--- src/design/nsir_pkg.sv ---
// Types, timing constants and match helper for the NEC/Samsung IR frame decoder.
package nsir_pkg;

	localparam int DUR_W  = 15;
	localparam int TOL_W  = 8;
	localparam int CODE_W = 32;
	localparam int LEN_W  = 8;

	localparam logic [DUR_W-1:0] NEC_HDR_MARK  = 15'd9000;
	localparam logic [DUR_W-1:0] NEC_HDR_SPACE = 15'd4500;
	localparam logic [DUR_W-1:0] SAM_HDR_MARK  = 15'd4500;
	localparam logic [DUR_W-1:0] SAM_HDR_SPACE = 15'd4500;
	localparam logic [DUR_W-1:0] BIT_MARK      = 15'd560;
	localparam logic [DUR_W-1:0] ONE_SPACE     = 15'd1690;
	localparam logic [DUR_W-1:0] ZERO_SPACE    = 15'd560;
	localparam logic [DUR_W-1:0] FOOTER_MARK   = 15'd560;

	localparam logic [TOL_W-1:0] TOL_RESET = 8'd200;
	localparam logic [LEN_W-1:0] LEN_MAX   = 8'd255;

	typedef logic [CODE_W-1:0] code_t;
	typedef logic [LEN_W-1:0]  len_t;
	typedef logic [TOL_W-1:0]  tol_t;

	typedef enum logic [1:0] {
		PROTO_NONE    = 2'd0,
		PROTO_NEC     = 2'd1,
		PROTO_SAMSUNG = 2'd2
	} proto_t;

	typedef struct packed {
		logic             first_level;
		logic [DUR_W-1:0] first_duration;
		logic             second_level;
		logic [DUR_W-1:0] second_duration;
		logic             frame_end;
	} sym_t;

	typedef struct packed {
		proto_t protocol;
		code_t  code;
		len_t   frame_length;
	} res_t;

	function automatic logic near(logic [DUR_W-1:0] d, logic [DUR_W-1:0] nom, tol_t tol);
		logic [DUR_W:0] lo;
		logic [DUR_W:0] hi;
		logic [DUR_W:0] dx;
		lo = {1'b0, nom} - {{(DUR_W+1-TOL_W){1'b0}}, tol};
		hi = {1'b0, nom} + {{(DUR_W+1-TOL_W){1'b0}}, tol};
		dx = {1'b0, d};
		return (dx >= lo) && (dx <= hi);
	endfunction

endpackage

--- src/design/nsir_if.sv ---
// Valid/ready channel interfaces for symbols, results and the tolerance write.
interface nsir_sym_if;
	logic          valid;
	logic          ready;
	nsir_pkg::sym_t payload;
	modport source (output valid, output payload, input ready);
	modport sink (input valid, input payload, output ready);
endinterface

interface nsir_res_if;
	logic          valid;
	logic          ready;
	nsir_pkg::res_t payload;
	modport source (output valid, output payload, input ready);
	modport sink (input valid, input payload, output ready);
endinterface

interface nsir_cfg_if;
	logic          valid;
	logic          ready;
	nsir_pkg::tol_t data;
	modport source (output valid, output data, input ready);
	modport sink (input valid, input data, output ready);
endinterface

--- src/design/nec_samsung_ir_frame_decoder_top.sv ---
// Top level of the NEC/Samsung IR frame decoder.
//
// sym carries one captured IR symbol per request: two level/duration halves
// and a frame_end mark. NEC and Samsung framing are tracked side by side;
// the symbol with frame_end set produces one request on res with protocol,
// code and frame length, and clears the frame state. Other symbols produce
// nothing.
// cfg writes the tolerance register; it is always ready and should only be
// written while no frame is in flight.
// Throughput: one symbol per cycle unless a frame_end symbol waits on res,
// set by the single input register stage feeding the compare and shift
// logic. Results pass the input register and then the output register to res.
// Reset clears the frame state, empties both registers and loads the
// tolerance with 200.
// When res stalls, a pending result is held in the output register; further
// symbols without frame_end keep flowing, and a frame_end symbol waits in the
// input register until the output register frees up.
module nec_samsung_ir_frame_decoder_top #(
	parameter int CODE_BITS = 32
) (
	input  logic          clk,
	input  logic          arst_n,
	nsir_sym_if.sink      sym,
	nsir_cfg_if.sink      cfg,
	nsir_res_if.source    res
);

	localparam logic [nsir_pkg::LEN_W-1:0] LastBit   = nsir_pkg::LEN_W'(CODE_BITS);
	localparam logic [nsir_pkg::LEN_W-1:0] FooterIdx = nsir_pkg::LEN_W'(CODE_BITS + 1);
	localparam logic [nsir_pkg::LEN_W-1:0] MinLen    = nsir_pkg::LEN_W'(CODE_BITS + 2);

	nsir_pkg::tol_t          tol_q;
	logic                    valid_s1;
	nsir_pkg::sym_t          sym_s1;
	nsir_pkg::len_t          count_q;
	logic                    nec_alive_q;
	logic                    sam_alive_q;
	logic [CODE_BITS-1:0]    shift_q;
	logic                    res_valid_q;
	nsir_pkg::res_t          res_q;

	logic                    fire_s1;
	logic                    lvl_ok;
	logic                    nec_hdr;
	logic                    sam_hdr;
	logic                    one_ok;
	logic                    zero_ok;
	logic                    foot_ok;
	logic                    nec_nx;
	logic                    sam_nx;
	logic [CODE_BITS-1:0]    shift_nx;
	nsir_pkg::len_t          count_nx;
	nsir_pkg::proto_t        proto_nx;

	assign cfg.ready = 1'b1;

	always_ff @(posedge clk or negedge arst_n) begin
		if (!arst_n) begin
			tol_q <= nsir_pkg::TOL_RESET;
		end else if (cfg.valid) begin
			tol_q <= cfg.data;
		end
	end

	// hold a frame_end symbol while the result register is occupied and res is not ready
	assign fire_s1   = valid_s1 && (!sym_s1.frame_end || !res_valid_q || res.ready);
	assign sym.ready = !valid_s1 || fire_s1;

	always_ff @(posedge clk or negedge arst_n) begin
		if (!arst_n) begin
			valid_s1 <= 1'b0;
		end else if (sym.ready) begin
			valid_s1 <= sym.valid;
		end
	end

	always_ff @(posedge clk) begin
		if (sym.valid && sym.ready) begin
			sym_s1 <= sym.payload;
		end
	end

	assign lvl_ok  = !sym_s1.first_level && sym_s1.second_level;
	assign nec_hdr = lvl_ok
		&& nsir_pkg::near(sym_s1.first_duration, nsir_pkg::NEC_HDR_MARK, tol_q)
		&& nsir_pkg::near(sym_s1.second_duration, nsir_pkg::NEC_HDR_SPACE, tol_q);
	assign sam_hdr = lvl_ok
		&& nsir_pkg::near(sym_s1.first_duration, nsir_pkg::SAM_HDR_MARK, tol_q)
		&& nsir_pkg::near(sym_s1.second_duration, nsir_pkg::SAM_HDR_SPACE, tol_q);
	assign one_ok  = lvl_ok
		&& nsir_pkg::near(sym_s1.first_duration, nsir_pkg::BIT_MARK, tol_q)
		&& nsir_pkg::near(sym_s1.second_duration, nsir_pkg::ONE_SPACE, tol_q);
	assign zero_ok = lvl_ok
		&& nsir_pkg::near(sym_s1.first_duration, nsir_pkg::BIT_MARK, tol_q)
		&& nsir_pkg::near(sym_s1.second_duration, nsir_pkg::ZERO_SPACE, tol_q);
	assign foot_ok = lvl_ok
		&& nsir_pkg::near(sym_s1.first_duration, nsir_pkg::FOOTER_MARK, tol_q);

	always_comb begin
		nec_nx   = nec_alive_q;
		sam_nx   = sam_alive_q;
		shift_nx = shift_q;
		priority if (count_q == '0) begin
			nec_nx = nec_alive_q && nec_hdr;
			sam_nx = sam_alive_q && sam_hdr;
		end else if (count_q <= LastBit) begin
			shift_nx = {shift_q[CODE_BITS-2:0], one_ok};
			if (!one_ok && !zero_ok) begin
				nec_nx = 1'b0;
				sam_nx = 1'b0;
			end
		end else if (count_q == FooterIdx) begin
			if (!foot_ok) begin
				nec_nx = 1'b0;
				sam_nx = 1'b0;
			end
		end else begin
			// ignore symbols past the footer
			shift_nx = shift_q;
		end

		count_nx = (count_q == nsir_pkg::LEN_MAX) ? count_q : count_q + 1'b1;

		proto_nx = nsir_pkg::PROTO_NONE;
		if (count_nx >= MinLen && shift_nx != '0) begin
			if (nec_nx) begin
				proto_nx = nsir_pkg::PROTO_NEC;
			end else if (sam_nx) begin
				proto_nx = nsir_pkg::PROTO_SAMSUNG;
			end
		end
	end

	always_ff @(posedge clk or negedge arst_n) begin
		if (!arst_n) begin
			count_q     <= '0;
			nec_alive_q <= 1'b1;
			sam_alive_q <= 1'b1;
			shift_q     <= '0;
		end else if (fire_s1) begin
			if (sym_s1.frame_end) begin
				count_q     <= '0;
				nec_alive_q <= 1'b1;
				sam_alive_q <= 1'b1;
				shift_q     <= '0;
			end else begin
				count_q     <= count_nx;
				nec_alive_q <= nec_nx;
				sam_alive_q <= sam_nx;
				shift_q     <= shift_nx;
			end
		end
	end

	always_ff @(posedge clk or negedge arst_n) begin
		if (!arst_n) begin
			res_valid_q <= 1'b0;
		end else if (fire_s1 && sym_s1.frame_end) begin
			res_valid_q <= 1'b1;
		end else if (res.ready) begin
			res_valid_q <= 1'b0;
		end
	end

	always_ff @(posedge clk) begin
		if (fire_s1 && sym_s1.frame_end) begin
			res_q.protocol     <= proto_nx;
			res_q.code         <= (proto_nx == nsir_pkg::PROTO_NONE) ? '0
				: nsir_pkg::code_t'(shift_nx);
			res_q.frame_length <= count_nx;
		end
	end

	assign res.valid   = res_valid_q;
	assign res.payload = res_q;

	a_code_iff_proto: assert property (@(posedge clk) disable iff (!arst_n)
		res_valid_q |-> ((res_q.protocol == nsir_pkg::PROTO_NONE) == (res_q.code == '0)))
		else $error("result code and protocol disagree");

	a_proto_len: assert property (@(posedge clk) disable iff (!arst_n)
		res_valid_q && res_q.protocol != nsir_pkg::PROTO_NONE |-> res_q.frame_length >= MinLen)
		else $error("protocol reported on a short frame");

	a_frame_clear: assert property (@(posedge clk) disable iff (!arst_n)
		fire_s1 && sym_s1.frame_end |=> count_q == '0 && nec_alive_q && sam_alive_q
			&& shift_q == '0)
		else $error("frame state not cleared after frame end");

	a_no_drop: assert property (@(posedge clk) disable iff (!arst_n)
		res_valid_q && !res.ready |-> !(fire_s1 && sym_s1.frame_end))
		else $error("pending result overwritten");

	a_count_step: assert property (@(posedge clk) disable iff (!arst_n)
		fire_s1 && !sym_s1.frame_end && count_q != nsir_pkg::LEN_MAX
			|=> count_q == $past(count_q) + 1'b1)
		else $error("symbol count did not advance");

endmodule
--- src/flat_wrapper.sv ---
// flat-port wrapper written by rule: the top's interface ports become plain ports
module nec_samsung_ir_frame_decoder_top_flat 
#(
	parameter int CODE_BITS = 32
)
  (clk, arst_n, sym_valid, sym_payload, sym_ready, cfg_valid, cfg_data, cfg_ready, res_valid, res_payload, res_ready);
  nsir_sym_if sym_i ();
  nsir_cfg_if cfg_i ();
  nsir_res_if res_i ();
  input  logic clk;
  input  logic arst_n;
  input wire logic [$bits(sym_i.valid)-1:0] sym_valid;
  input wire logic [$bits(sym_i.payload)-1:0] sym_payload;
  output wire logic [$bits(sym_i.ready)-1:0] sym_ready;
  input wire logic [$bits(cfg_i.valid)-1:0] cfg_valid;
  input wire logic [$bits(cfg_i.data)-1:0] cfg_data;
  output wire logic [$bits(cfg_i.ready)-1:0] cfg_ready;
  output wire logic [$bits(res_i.valid)-1:0] res_valid;
  output wire logic [$bits(res_i.payload)-1:0] res_payload;
  input wire logic [$bits(res_i.ready)-1:0] res_ready;
  assign sym_i.valid = sym_valid;
  assign sym_i.payload = sym_payload;
  assign sym_ready = sym_i.ready;
  assign cfg_i.valid = cfg_valid;
  assign cfg_i.data = cfg_data;
  assign cfg_ready = cfg_i.ready;
  assign res_valid = res_i.valid;
  assign res_payload = res_i.payload;
  assign res_i.ready = res_ready;
  nec_samsung_ir_frame_decoder_top #(.CODE_BITS(CODE_BITS)) u_core (.clk(clk), .arst_n(arst_n), .sym(sym_i), .cfg(cfg_i), .res(res_i));
endmodule
--- config.mk ---
export PLATFORM = sky130hd
export DESIGN_NAME = nec_samsung_ir_frame_decoder_top_flat
export DESIGN_NICKNAME = d
export VERILOG_FILES = /design/src/design/nsir_pkg.sv /design/src/design/nsir_if.sv /design/src/design/nec_samsung_ir_frame_decoder_top.sv /design/src/flat_wrapper.sv
export SDC_FILE = /design/constraint.sdc
export NUM_CORES = 1
export LEC_CHECK = 0
export BUFFER_PORTS_ARGS = -buffer_cell sky130_fd_sc_hd__buf_2
export CAP_MARGIN = 30
export CORE_MARGIN = 4
export CORE_UTILIZATION = 65
export DETAILED_ROUTE_END_ITERATION = 10
export PLACE_DENSITY = 0.92
export SLEW_MARGIN = 10
export SYNTH_ARGS = -nofsm -noshare
export SYNTH_HDL_FRONTEND = slang
export SYNTH_SLANG_ARGS = --single-unit
--- constraint.sdc ---
create_clock -name clk -period 7.55 [get_ports clk]
set_input_delay 1.51 -clock clk [delete_from_list [all_inputs] [get_ports clk]]
set_output_delay 1.51 -clock clk [all_outputs]
set_load 0.02 [all_outputs]
# Word level (Yosys, flattened, before mapping)
# Index checks and enable logic that the tools add are counted.
# word_totals
reg_bits	127
in_bits	46
out_inout_bits	45
wordCells	96
# op_classes
n_addsub	9
n_lt_le_gt_ge	14
n_eq_ne	2
muxes	22
reduce_logical	34
# ops
operator	n
$ge 15x16->1	6
$le 15x16->1	6
$mux 32	3
$reduce_bool 32->1	1
$logic_and 1x1->1	21
$mux 8	2
$add 14x8->15 const A	1
$sub 14x8->15 const A	1
$add 13x8->14 const A	1
$mux 1	14
$sub 13x8->14 const A	1
$add 11x8->12 const A	1
$sub 11x8->12 const A	1
$add 10x8->11 const A	1
$sub 10x8->11 const A	1
$add 8x1->8 const B	1
$eq 8x6->1 const B	1
$eq 8x8->1 const B	1
$ge 8x6->1 const B	1
$le 8x6->1 const B	1
$logic_not 8->1	1
$logic_not 1->1	6
$mux 2	3
$logic_or 1x1->1	3
2 further kinds	2

# Depth between registers and ports, before layout
# Gate-level depths: netlist (run 1).
# depth
ltp_word	14
depth_mapped	17

# Least setup slack after synthesis (run 1)
# Ideal clock, no wire load.
# synth_path
kind	register to register
startpoint	register u_core.tol_q[4]
endpoint	register u_core.res_q (netlist bit u_core.res.payload[13]), data pin
setup_time_ns	0.150
arrival_time_ns	3.501
setup_slack_ns	3.899
path_stages_with_launch	17
path_buffers	2
cell_sequence	dfrtp_1 buf_2 clkinv_1 ha_1 a21boi_0 nor2_1 xor2_1 ha_1 nand4_1 nor3_1 a31oi_1 a211o_1 nor3_1 a221o_2 o2111ai_4 buf_6 nor3_4
# synth_between
elab_chain_len	14
elab_cells_between_ends	56
cone_classes	add/sub (8); order compare (12); mux (15); reduce/logical (21)
# synth_lines
element	line	source
from (decl)	nec_samsung_ir_frame_decoder_top.sv:32	nsir_pkg::tol_t tol_q;
from (signal assigned)	nec_samsung_ir_frame_decoder_top.sv:59	tol_q <= nsir_pkg::TOL_RESET;
from (signal assigned)	nec_samsung_ir_frame_decoder_top.sv:61	tol_q <= cfg.data;
$sub 10x8->11 / $add 10x8->11 (equally long branches)	nsir_pkg.sv:49, nsir_pkg.sv:50	
$ge 15x16->1 / $le 15x16->1 (equally long branches)	nsir_pkg.sv:52	return (dx >= lo) && (dx <= hi);
$logic_and 1x1->1	nsir_pkg.sv:52	
$logic_and 1x1->1	nec_samsung_ir_frame_decoder_top.sv:91, nec_samsung_ir_frame_decoder_top.sv:94, nec_samsung_ir_frame_decoder_top.sv:97	
$logic_and 1x1->1 (on tied branches)	nec_samsung_ir_frame_decoder_top.sv:92, nec_samsung_ir_frame_decoder_top.sv:95	
$logic_not 1->1	nec_samsung_ir_frame_decoder_top.sv:108	if (!one_ok && !zero_ok) begin
$logic_and 1x1->1	nec_samsung_ir_frame_decoder_top.sv:108	
$mux 1	nec_samsung_ir_frame_decoder_top.sv:108	
$mux 1	nec_samsung_ir_frame_decoder_top.sv:106	end else if (count_q <= LastBit) begin
$mux 1	nec_samsung_ir_frame_decoder_top.sv:103	priority if (count_q == '0) begin
$mux 2	nec_samsung_ir_frame_decoder_top.sv:128	end else if (sam_nx) begin
$mux 2	nec_samsung_ir_frame_decoder_top.sv:126	if (nec_nx) begin
$mux 2 (*)	nec_samsung_ir_frame_decoder_top.sv:125	if (count_nx >= MinLen && shift_nx != '0) begin
$logic_not 2->1 (*)	nec_samsung_ir_frame_decoder_top.sv:168	res_q.code <= (proto_nx == nsir_pkg::PROTO_NONE) ? '0
to (decl)	nec_samsung_ir_frame_decoder_top.sv:40	nsir_pkg::res_t res_q;
# Every way passes the cells marked *; elsewhere a longest branch is shown, timed or not.
# A chain may end at the register's enable or synchronous reset.

# Worst setup path after layout (run 1)
# layout_path
startpoint	register u_core.tol_q[4]
endpoint	register u_core.res_q (netlist bit u_core.res.payload[10]), data pin
# Same word-level chain as after synthesis.

==> results of run 1 <==
[stage by stage]
step                      hold WS [ns]  instance area, µm²  std cells
after floorplan                 0.4878                8656        789
after global placement          0.5263                9200       1024
after detailed placement        0.5550                9243       1026
after CTS                       0.5752                9852       1058
after global routing            0.5969                9887       1060
final                           0.5908                9887       1060
[layout make-up]
cell class	count	area, µm²
Sequential cell	127	3560
Multi-Input combinational cell	606	4852
Timing Repair Buffer	97	553.0
Inverter	26	97.59
Clock buffer	18	439.2
Tap cell	172	215.2
Clock inverter	14	170.2
Fill cell	793	2938
[routing by layer]
metal / GRT usage / part of all wire / up-vias
met5: 0 / 0 / -
met4: 0.1481 / 0.047 / 0
met3: 0.06587 / 0.075 / 95
met2: 0.4920 / 0.48 / 362
met1: 0.3673 / 0.40 / 3295
li1: - / - / 3177
[layout by cell type (no fill, tap or decap), types with 14 or more instances in the layout]
master / synthesis / layout
a21oi_1: 47 / 47
a22o_1: 34 / 34
buf_2: 5 / 89
clkbuf_16: 0 / 17
dfrtp_1: 47 / 47
edfxtp_1: 75 / 75
ha_1: 118 / 118
inv_1: 24 / 24
mux2i_1: 33 / 33
nand2_1: 56 / 56
nand3_1: 16 / 15
nor2_1: 23 / 22
nor3_2: 27 / 27
o21ai_0: 43 / 43
xnor2_1: 20 / 20
xor2_1: 14 / 14
[synthesized netlist by cell type, drive strengths merged (3+ instances only)]
master / instances / area (µm²)
nor2b: 12 / 75.07
nand3: 16 / 80.08
xor2: 14 / 122.6
dfrtp: 47 / 1176
nand4: 11 / 68.82
edfxtp: 75 / 2252
nor3: 41 / 351.6
and2: 6 / 38.79
o21ai: 43 / 215.2
dfstp: 5 / 131.4
clkbuf: 14 / 52.55
nor2: 24 / 92.59
inv: 25 / 93.84
a21oi: 47 / 235.2
and4: 3 / 26.28
a21boi: 3 / 22.52
or3: 4 / 30.03
o211ai: 12 / 100.1
a21o: 13 / 100.1
a211oi: 13 / 115.1
a2111oi: 3 / 38.79
nor3b: 3 / 27.52
a22o: 34 / 297.8
buf: 16 / 107.6
a31oi: 6 / 37.54
xnor2: 20 / 175.2
a211o: 5 / 43.79
nand2: 56 / 210.2
o21a: 7 / 52.55
nor4: 9 / 56.30
nand2b: 10 / 62.56
ha: 118 / 1476
mux2i: 33 / 330.3
or2: 4 / 25.02
and3: 5 / 31.28
[worst paths after layout]
kind / startpoint / to / slack (ns) / cells after the start
max: u_core.tol_q[4] / u_core.res.payload[10] / 2.63 / 15
min: u_core.shift_q[31] / u_core.shift_q[31] / 0.59 / 1
max reg2reg: u_core.tol_q[4] / u_core.res.payload[10] / 2.63 / 15
min reg2reg: u_core.shift_q[31] / u_core.shift_q[31] / 0.59 / 1
max in group asynchronous: arst_n / u_core.shift_q[5] / 5.87 / 2
min in group asynchronous: arst_n / u_core.tol_q[0] / 1.18 / 2
[report_power, final]
part | switching [W] | internal (W) | leakage (nW)
combinational | 0.000386 | 0.000247 | 2.60
clock | 0.000341 | 0.000507 | 0.294
sequential | 0.0000474 | 0.000776 | 1.43
total | 0.000774 | 0.00153 | 4.33
[sequential cells by signal, summed over array words and instances (netlist names)]
name                cells
u_core.valid_s1         1
u_core.sym_s1          33
u_core.sam_alive_q      1
u_core.res.valid        1
u_core.tol_q            8
u_core.shift_q         32
u_core.nec_alive_q      1
u_core.count_q          8
u_core.res.payload     42
[cell families (layout without fill, tap and decap cells)]
logic type / Yosys count / after routing / share of synthesized area
AO/OA/AOI/OAI: 205 / 205 / 0.1683
AND/OR/NAND/NOR: 213 / 213 / 0.1446
buffers and inverters: 56 / 155 / 0.02978
adder cells (fa/ha/maj): 118 / 118 / 0.1706
XOR/XNOR: 34 / 34 / 0.03440
flip-flops: 127 / 127 / 0.4112
multiplexers: 35 / 35 / 0.04076
other: 1 / 1 / 0.0004332
==> reports/summary.txt, run 1 <==
EDFF count, synth = 75
Peak Freq = 0.2033 GHz
Total Power = 0.002303 W
Seq/Total Area, Yosys = 0.4112
Fin util = 0.7709
IO buf count = 89
DRT antenna net count = 0
N_diodes = 0
Share of layout cells above drive strength 1 = 0.2128
Max clock buf depth = 2
CP Buf/Inv Count = 2
Synth unique cells = 77
Routability-driven placement congestion ratio = 1.018
Initial Util = 0.6749
Final period util = 0.6516
Mapped Cells = 789
# DRC = 0
Number of max-cap violations = 0
RSZ-0062 raised after global routing = false
Final hold vios = 0
CTS Buf Count = 17
Clock latency on the worst-skew pair = 0.43 ns
Layout area overhead = 14.22%
Synth Cell Area = 0.008656 mm²
Final setup violating endpoints = 0
H-tree lvl count = 4
Sink Count = 127
Rows = 41
Global Route Usage Sum = 0.2972
Relative slew slack = 0.4929
Critical path fanouts, max = 34
Core ar. = 0.01282 mm²
Worst Hold Class = reg2reg
CP top delay family = compound AO/OA/AOI/OAI gates
Type of the worst setup path = reg2reg
Worst-Margin Slew = 0.7599 ns
Post-CTS Setup Bufs = 0
Final worst slack = 2.630 ns
Post_cts resized = 0
Number of hold buffers added after CTS = 0
Final min period = 4.920 ns
VDD IR max = 0.1711 mV
Slowest Stage Delay on Critical Path = 0.74 ns
Die area = 0.01523 mm²
IO Pins = 91
TritonCTS clock tree = done
Total number of vias = 6929
Yosys warnings = 0
Crit path max-delay cell type = dfrtp_1
Starting DRT DRC Count = 612
CP dominant cell by count = nor3_1
CP startpoint kind = flip-flop
GRT overflow = 0
Root Driver = clkbuf_16
Critical Path AT = 5.18 ns
FFs w/ async S/R, synth = 0.4094
Pre-CTS WS = 2.917 ns
Final WL = 21610 µm
Slew Viols, Final = 0
Power per cell area = 233.0 mW/mm²
Clock Skews = 0.01016 ns
Initial antenna violation count = 0
Clock slew at the register clock pins of the worst setup and hold paths = 0.07 ns
Vias in the first global route = 6719
Critical Path RT = 7.81 ns
Main synth FF type = edfxtp_1
Crit path cell chain = clkinv_1, ha_1, a21boi_0, nor2_1, xor2_1, ha_1, nand4_1, nor3_1, a31oi_1, a211o_1, nor3_1, a221o_2, o2111ai_4, buf_4, nor3_1
Outcome = finished, final reports clean
Crit path capture type = flip-flop
Syn Nets = 953
First-pass GRT wire length = 34580 µm
Wire per inst = 20.38 µm
DR pass1 iterations = 5
Chip Height = 123.4 µm
Final net count = 1039
Pin count of the biggest net entering global routing = 53
Leakage = 4.328 nW
Die width = 123.4 µm
Half-perimeter wire length after placement = 15040 µm
Avg Synthesized Cell Area = 10.97 µm²
Synth Register Bits = 127
DR vias/cell = 6.537
Setup TNS = 0 ns
Note: power is estimated with default switching activity, not from simulation.
==> run 2: changes to the inputs <==
--- a/config.mk
+++ b/config.mk
@@ -8,9 +8,9 @@
 export BUFFER_PORTS_ARGS = -buffer_cell sky130_fd_sc_hd__buf_2
 export CAP_MARGIN = 30
 export CORE_MARGIN = 4
-export CORE_UTILIZATION = 65
+export CORE_UTILIZATION = 54
 export DETAILED_ROUTE_END_ITERATION = 10
-export PLACE_DENSITY = 0.92
+export PLACE_DENSITY = 0.82
 export SLEW_MARGIN = 10
 export SYNTH_ARGS = -nofsm -noshare
 export SYNTH_HDL_FRONTEND = slang
==> constraint.sdc (replaced) <==
create_clock -name clk -period 4 [get_ports clk]
set_input_delay 0.8 -clock clk [delete_from_list [all_inputs] [get_ports clk]]
set_output_delay 0.8 -clock clk [all_outputs]
set_load 0.02 [all_outputs]
==> reports/summary.txt, run 2 (same netlist as run 1, synthesis figures left out) <==
Vias in the first global route = 6689 (was 6719)
Register area = 0.003561 mm² (was 0.003560 mm²)
Final WL = 21340 µm (was 21610 µm)
Total number of vias = 6764 (was 6929)
Final-layout fill cell count = 1276 (was 793)
Slew Viols, Final = 0 (unchanged)
CP startpoint kind = flip-flop (unchanged)
Final min period = 3.765 ns (was 4.920 ns)
Clock latency on the worst-skew pair = 0.44 ns (was 0.43 ns)
Final hold vios = 0 (unchanged)
Global Route Usage Sum = 0.2407 (was 0.2972)
IO Pins = 91 (unchanged)
Final setup violating endpoints = 0 (unchanged)
Power Internal = 0.002889 W (was 0.001529 W)
Leakage = 4.433 nW (was 4.328 nW)
Crit path capture type = flip-flop (unchanged)
Layout area overhead = 17.32% (was 14.22%)
Share of layout cells above drive strength 1 = 0.2398 (was 0.2128)
Critical path fanouts, max = 18 (was 34)
Number of max-cap violations = 0 (unchanged)
Number of hold buffers added after CTS = 0 (unchanged)
DRT antenna net count = 0 (unchanged)
M1 GR Usage = 0.3390 (was 0.3673)
VDD IR max = 0.3694 mV (was 0.1711 mV)
Clock Skews = 0.01321 ns (was 0.01016 ns)
Initial antenna violation count = 0 (unchanged)
Worst-Margin Slew = 0.6748 ns (was 0.7599 ns)
Power per cell area = 427.4 mW/mm² (was 233.0 mW/mm²)
TritonCTS clock tree = done (unchanged)
Type of the worst setup path = reg2reg (unchanged)
Chip Height = 134.6 µm (was 123.4 µm)
CP Buf/Inv Count = 3 (was 2)
Design area = 0.01015 mm² (was 0.009887 mm²)
RSZ-0062 raised after global routing = false (unchanged)
Area of the multi-input gates = 0.004882 mm² (was 0.004852 mm²)
Post-DP Area = 0.009460 mm² (was 0.009243 mm²)
Die area = 0.01812 mm² (was 0.01523 mm²)
N_diodes = 0 (unchanged)
GRT overflow = 0 (unchanged)
First-pass GRT wire length = 34600 µm (was 34580 µm)
DR vias/cell = 6.012 (was 6.537)
Final net count = 1060 (was 1039)
Worst Hold Class = in2async (was reg2reg)
Critical Path RT = 4.26 ns (was 7.81 ns)
Wire per inst = 18.97 µm (was 20.38 µm)
CTS Buf Count = 17 (unchanged)
Pin count of the biggest net entering global routing = 44 (was 53)
CP top delay family = compound AO/OA/AOI/OAI gates (unchanged)
Critical Path AT = 4.02 ns (was 5.18 ns)
Half-perimeter wire length after placement = 15470 µm (was 15040 µm)
Sink Count = 127 (unchanged)
Core ar. = 0.01577 mm² (was 0.01282 mm²)
Number of flip-flops in the largest register = 42 (unchanged)
IO buf count = 89 (unchanged)
Final period util = 0.9412 (was 0.6516)
H-tree lvl count = 4 (unchanged)
Sw power = 0.001451 W (was 0.0007742 W)
Initial Util = 0.5489 (was 0.6749)
Sw frac = 0.3344 (was 0.3361)
Die width = 134.6 µm (was 123.4 µm)
# DRC = 0 (unchanged)
Root Driver = clkbuf_16 (unchanged)
Slowest Stage Delay on Critical Path = 0.45 ns (was 0.74 ns)
Rows = 46 (was 41)
Outcome = finished, final reports clean (unchanged)
Flop pwr share = 0.353 (was 0.357)
Setup TNS = 0 ns (unchanged)
Crit path max-delay cell type = o21ai_0 (was dfrtp_1)
Most frequent cells in the layout = ha_1, buf_2, edfxtp_1 (unchanged)
Reg-to-reg slack, setup = 0.24 ns (was 2.63 ns)
Starting DRT DRC Count = 510 (was 612)
GRT busiest layer = met2 (unchanged)
Worst hold slack = 0.2408 ns (was 0.5908 ns)
M2 GR Usage = 0.3785 (was 0.4920)
Max clock buf depth = 2 (unchanged)
Peak Freq = 0.2656 GHz (was 0.2033 GHz)
Commonest non-fill, non-tap cell in the layout = ha_1 (unchanged)
GR Util met3 = 0.05067 (was 0.06587)
Clock power share = 0.361 (was 0.368)
Relative slew slack = 0.5485 (was 0.4929)
Comb pwr share = 0.286 (was 0.275)
Crit path cell chain = inv_1, ha_1, nor2b_1, xnor2_1, inv_1, ha_1, o211ai_1, o21ai_0, o21ai_0, a2111oi_2, or3_4, o2111ai_4, buf_12, nor3_1 (was clkinv_1, ha_1, a21boi_0, nor2_1, xor2_1, ha_1, nand4_1, nor3_1, a31oi_1, a211o_1, nor3_1, a221o_2, o2111ai_4, buf_4, nor3_1)
Clock slew at the register clock pins of the worst setup and hold paths = 0.07 ns (about the same)
Routability-driven placement congestion ratio = 0.9539 (was 1.018)
DR pass1 iterations = 5 (unchanged)
[run 2: changes by cell type in the layout (fill, tap and decap cells not counted), sizes merged]
| cell | before | now |
|---|---|---|
| buf | 97 | 118 |
| clkinvlp | 2 | 5 |
| inv | 33 | 30 |
| clkbuf | 18 | 17 |
| clkinv | 3 | 4 |
[run 2: metrics by stage]
step / util / std cells / setup slack, ns / power, W
after floorplan: - / 789 / 0.3489 / 0.002398
after global placement: 0.5986 / 1086 / 0.1538 / 0.002721
after detailed placement: 0.5999 / 1087 / -0.1081 / 0.002754
after CTS: 0.6372 / 1119 / 0.01961 / 0.004319
after global routing: 0.6439 / 1125 / 0.03134 / 0.004556
final: 0.6439 / 1125 / 0.2354 / 0.004340
[run 2: final cells by class]
type                       instances  share of cell area
multi-input combinational        606              0.4808
clock buffer                      17             0.04189
timing repair buffer             118             0.07393
clock inverter                    15             0.01577
sequential                       127              0.3507
inverter                          26             0.01035
tap                              216             0.02661
[run 2: final timing paths]
kind / from / end / cells after the start
worst max-delay path: u_core.tol_q[1] / u_core.res.payload[9] / 14
worst min-delay path: arst_n / u_core.tol_q[5] / 1
worst max register to register: u_core.tol_q[1] / u_core.res.payload[9] / 14
worst min register to register: u_core.shift_q[31] / u_core.shift_q[31] / 1
max in group asynchronous: arst_n / u_core.shift_q[26] / 3
min in group clk: sym_payload[2] / u_core.sym_s1[2] / 1
[run 2: power by group through the flow]
stage	clock, W	combinational, W	sequential, W
5_1_grt	0.00164	0.00137	0.00154
2_1_floorplan	0	0.000841	0.00156
3_3_place_gp	0	0.00117	0.00155
6_report	0.00157	0.00124	0.00153
3_5_place_dp	0	0.00120	0.00156
4_1_cts	0.00158	0.00121	0.00153
[run 2: per-layer routing]
metal | vias up | share of wire
met1 | 3284 | 0.47
met4 | 0 | 0.021
met5 | - | 0
met3 | 33 | 0.055
li1 | 3219 | -
met2 | 228 | 0.46
[run 2: worst register-to-register path: stages, from the launching register on]
cell       delay [ns]
dfrtp_1          0.37
inv_1            0.20
ha_1             0.26
nor2b_1          0.30
xnor2_1          0.19
inv_1            0.11
ha_1             0.28
o211ai_1         0.07
o21ai_0          0.45
o21ai_0          0.22
a2111oi_2        0.35
or3_4            0.20
o2111ai_4        0.15
buf_12           0.20
nor3_1           0.23
[run 2: timing repair]
action,CTS,global route
resized for setup,2,9
setup endpoints to repair,32,34
buffers inserted,0,5
gates cloned,0,0
==> run 3: changes to the inputs <==
--- a/config.mk
+++ b/config.mk
@@ -10,7 +10,8 @@
 export CORE_MARGIN = 4
 export CORE_UTILIZATION = 54
 export DETAILED_ROUTE_END_ITERATION = 10
-export PLACE_DENSITY = 0.82
+export MAX_ROUTING_LAYER = met4
+export PLACE_DENSITY = 0.76
 export SLEW_MARGIN = 10
 export SYNTH_ARGS = -nofsm -noshare
 export SYNTH_HDL_FRONTEND = slang
==> constraint.sdc (replaced) <==
create_clock -name clk -period 4 [get_ports clk]
set_input_delay 0.8 -clock clk [delete_from_list [all_inputs] [get_ports clk]]
set_output_delay 0.8 -clock clk [all_outputs]
set_load 0.1 [all_outputs]
==> reports/summary.txt, run 3 (same netlist as run 1, synthesis figures left out) <==
Critical path fanouts, max = 20 (was 18)
DR vias/cell = 5.945 (was 6.012)
Outcome = finished, final reports clean (unchanged)
Sw frac = 0.3650 (was 0.3344)
Post-DP Area = 0.009463 mm² (was 0.009460 mm²)
Crit path capture type = flip-flop (unchanged)
Core ar. = 0.01577 mm² (unchanged)
Relative slew slack = 0.5159 (was 0.5485)
IO buf count = 89 (unchanged)
CP Buf/Inv Count = 3 (unchanged)
Final period util = 0.9554 (was 0.9412)
Critical Path AT = 4.08 ns (was 4.02 ns)
IO Pins = 91 (unchanged)
Layout area overhead = 16.59% (was 17.32%)
Comb pwr share = 0.307 (was 0.286)
Total number of vias = 6682 (was 6764)
Crit path max-delay cell type = o21ai_0 (unchanged)
Die area = 0.01812 mm² (unchanged)
M2 GR Usage = 0.3578 (was 0.3785)
Final WL = 20920 µm (was 21340 µm)
Design area = 0.01009 mm² (was 0.01015 mm²)
Type of the worst setup path = reg2reg (unchanged)
Half-perimeter wire length after placement = 15460 µm (was 15470 µm)
# DRC = 0 (unchanged)
Clock Skews = 0.01439 ns (was 0.01321 ns)
Final setup violating endpoints = 0 (unchanged)
Rows = 46 (unchanged)
Clock latency on the worst-skew pair = 0.43 ns (was 0.44 ns)
N_diodes = 0 (unchanged)
GR Util met3 = 0.04247 (was 0.05067)
Chip Height = 134.6 µm (unchanged)
Slew Viols, Final = 0 (unchanged)
Leakage = 4.415 nW (was 4.433 nW)
Clock power share = 0.343 (was 0.361)
CP top delay family = compound AO/OA/AOI/OAI gates (unchanged)
Flop pwr share = 0.350 (was 0.353)
Number of max-cap violations = 0 (unchanged)
Root Driver = clkbuf_16 (unchanged)
Crit path cell chain = clkinv_1, buf_4, ha_1, a21o_1, a21o_1, ha_1, nand3_1, nor4b_1, a21oi_1, nor2b_1, o2bb2ai_1, o21ai_0, nor2_4, buf_12, nor3_2 (was inv_1, ha_1, nor2b_1, xnor2_1, inv_1, ha_1, o211ai_1, o21ai_0, o21ai_0, a2111oi_2, or3_4, o2111ai_4, buf_12, nor3_1)
TritonCTS clock tree = done (unchanged)
CTS Buf Count = 17 (unchanged)
Sink Count = 127 (unchanged)
Initial Util = 0.5489 (unchanged)
Vias in the first global route = 6382 (was 6689)
M1 GR Usage = 0.3398 (was 0.3390)
Final min period = 3.822 ns (was 3.765 ns)
Clock slew at the register clock pins of the worst setup and hold paths = 0.06 ns (was 0.07 ns)
DR pass1 iterations = 5 (unchanged)
Worst-Margin Slew = 0.7235 ns (was 0.6748 ns)
Starting DRT DRC Count = 554 (was 510)
H-tree lvl count = 4 (unchanged)
Final net count = 1059 (was 1060)
Total Power = 0.004384 W (was 0.004340 W)
Peak Freq = 0.2617 GHz (was 0.2656 GHz)
Commonest non-fill, non-tap cell in the layout = ha_1 (unchanged)
CP startpoint kind = flip-flop (unchanged)
Die width = 134.6 µm (unchanged)
Wire per inst = 18.61 µm (was 18.97 µm)
Worst Hold Class = in2async (unchanged)
Power per cell area = 434.4 mW/mm² (was 427.4 mW/mm²)
GRT busiest layer = met2 (unchanged)
Critical Path RT = 4.26 ns (about the same)
Number of hold buffers added after CTS = 0 (unchanged)
Share of layout cells above drive strength 1 = 0.2368 (was 0.2398)
Max clock buf depth = 2 (unchanged)
Most frequent cells in the layout = ha_1, buf_2, edfxtp_1 (unchanged)
DRT antenna net count = 0 (unchanged)
Final hold vios = 0 (unchanged)
RSZ-0062 raised after global routing = false (unchanged)
First-pass GRT wire length = 33580 µm (was 34600 µm)
Power Internal = 0.002784 W (was 0.002889 W)
Global Route Usage Sum = 0.2431 (was 0.2407)
Pin count of the biggest net entering global routing = 44 (unchanged)
GRT overflow = 0 (unchanged)
Setup TNS = 0 ns (unchanged)
Initial antenna violation count = 0 (unchanged)
Sw power = 0.001600 W (was 0.001451 W)
VDD IR max = 0.4114 mV (was 0.3694 mV)
Number of flip-flops in the largest register = 42 (unchanged)
Slowest Stage Delay on Critical Path = 0.49 ns (was 0.45 ns)
Routability-driven placement congestion ratio = 0.9866 (was 0.9539)
## run 3: changes by cell type in the layout (fill, tap and decap cells not counted), moves of 2 or more
cell and change:
buf_12 -2, inv_8 +2, clkinv_8 +2, bufinv_16 -2
clkinvlp_4 -2
## run 3: cell type report
class                      instances  area, µm²
fill                            1270       5678
multi-input combinational        606       4868
sequential                       127       3561
timing repair buffer             117      718.2
clock buffer                      17      425.4
tap                              216      270.3
clock inverter                    15      147.6
inverter                          26      101.3
## run 3: routing by layer
layer,vias up,share of wire
met1,3192,0.46
met4,0,0.029
met3,43,0.062
li1,3213,-
met2,234,0.44
met5,-,0
## run 3: final timing paths
check	start	to	slack, ns	cells past startpoint
setup reg to reg	u_core.tol_q[4]	u_core.res.payload[38]	0.18	15
min in group clk	sym_payload[21]	u_core.sym_s1[21]	0.55	1
hold / removal	arst_n	u_core.shift_q[16]	0.39	1
hold reg to reg	u_core.shift_q[31]	u_core.shift_q[31]	0.55	1
max in group asynchronous	arst_n	u_core.tol_q[7]	2.81	2
setup / recovery	u_core.tol_q[4]	u_core.res.payload[38]	0.18	15
## run 3: timing repair
action	CTS	global route
setup endpoints to repair	1	35
gates resized for setup	1	7
setup buffers	0	2
hold endpoints to repair	0	0
gates cloned	0	0
## run 3: through the flow
step	setup WS, ns	util	std cells	hold WS (ns)
after CTS	0.03056	0.6364	1121	0.3862
after global placement	0.1183	0.6000	1089	0.5521
after floorplan	0.3489	-	789	0.4878
after detailed placement	0.03600	0.6000	1089	0.5460
after global routing	0.007153	0.6400	1124	0.4100
final	0.1782	0.6400	1124	0.3886
## run 3: power groups by stage
stage	clock network, W	registers, W	logic [W]
6_report	0.00150	0.00153	0.00135
5_1_grt	0.00159	0.00154	0.00147
3_5_place_dp	0	0.00156	0.00132
3_3_place_gp	0	0.00156	0.00130
4_1_cts	0.00154	0.00153	0.00133
2_1_floorplan	0	0.00166	0.000846
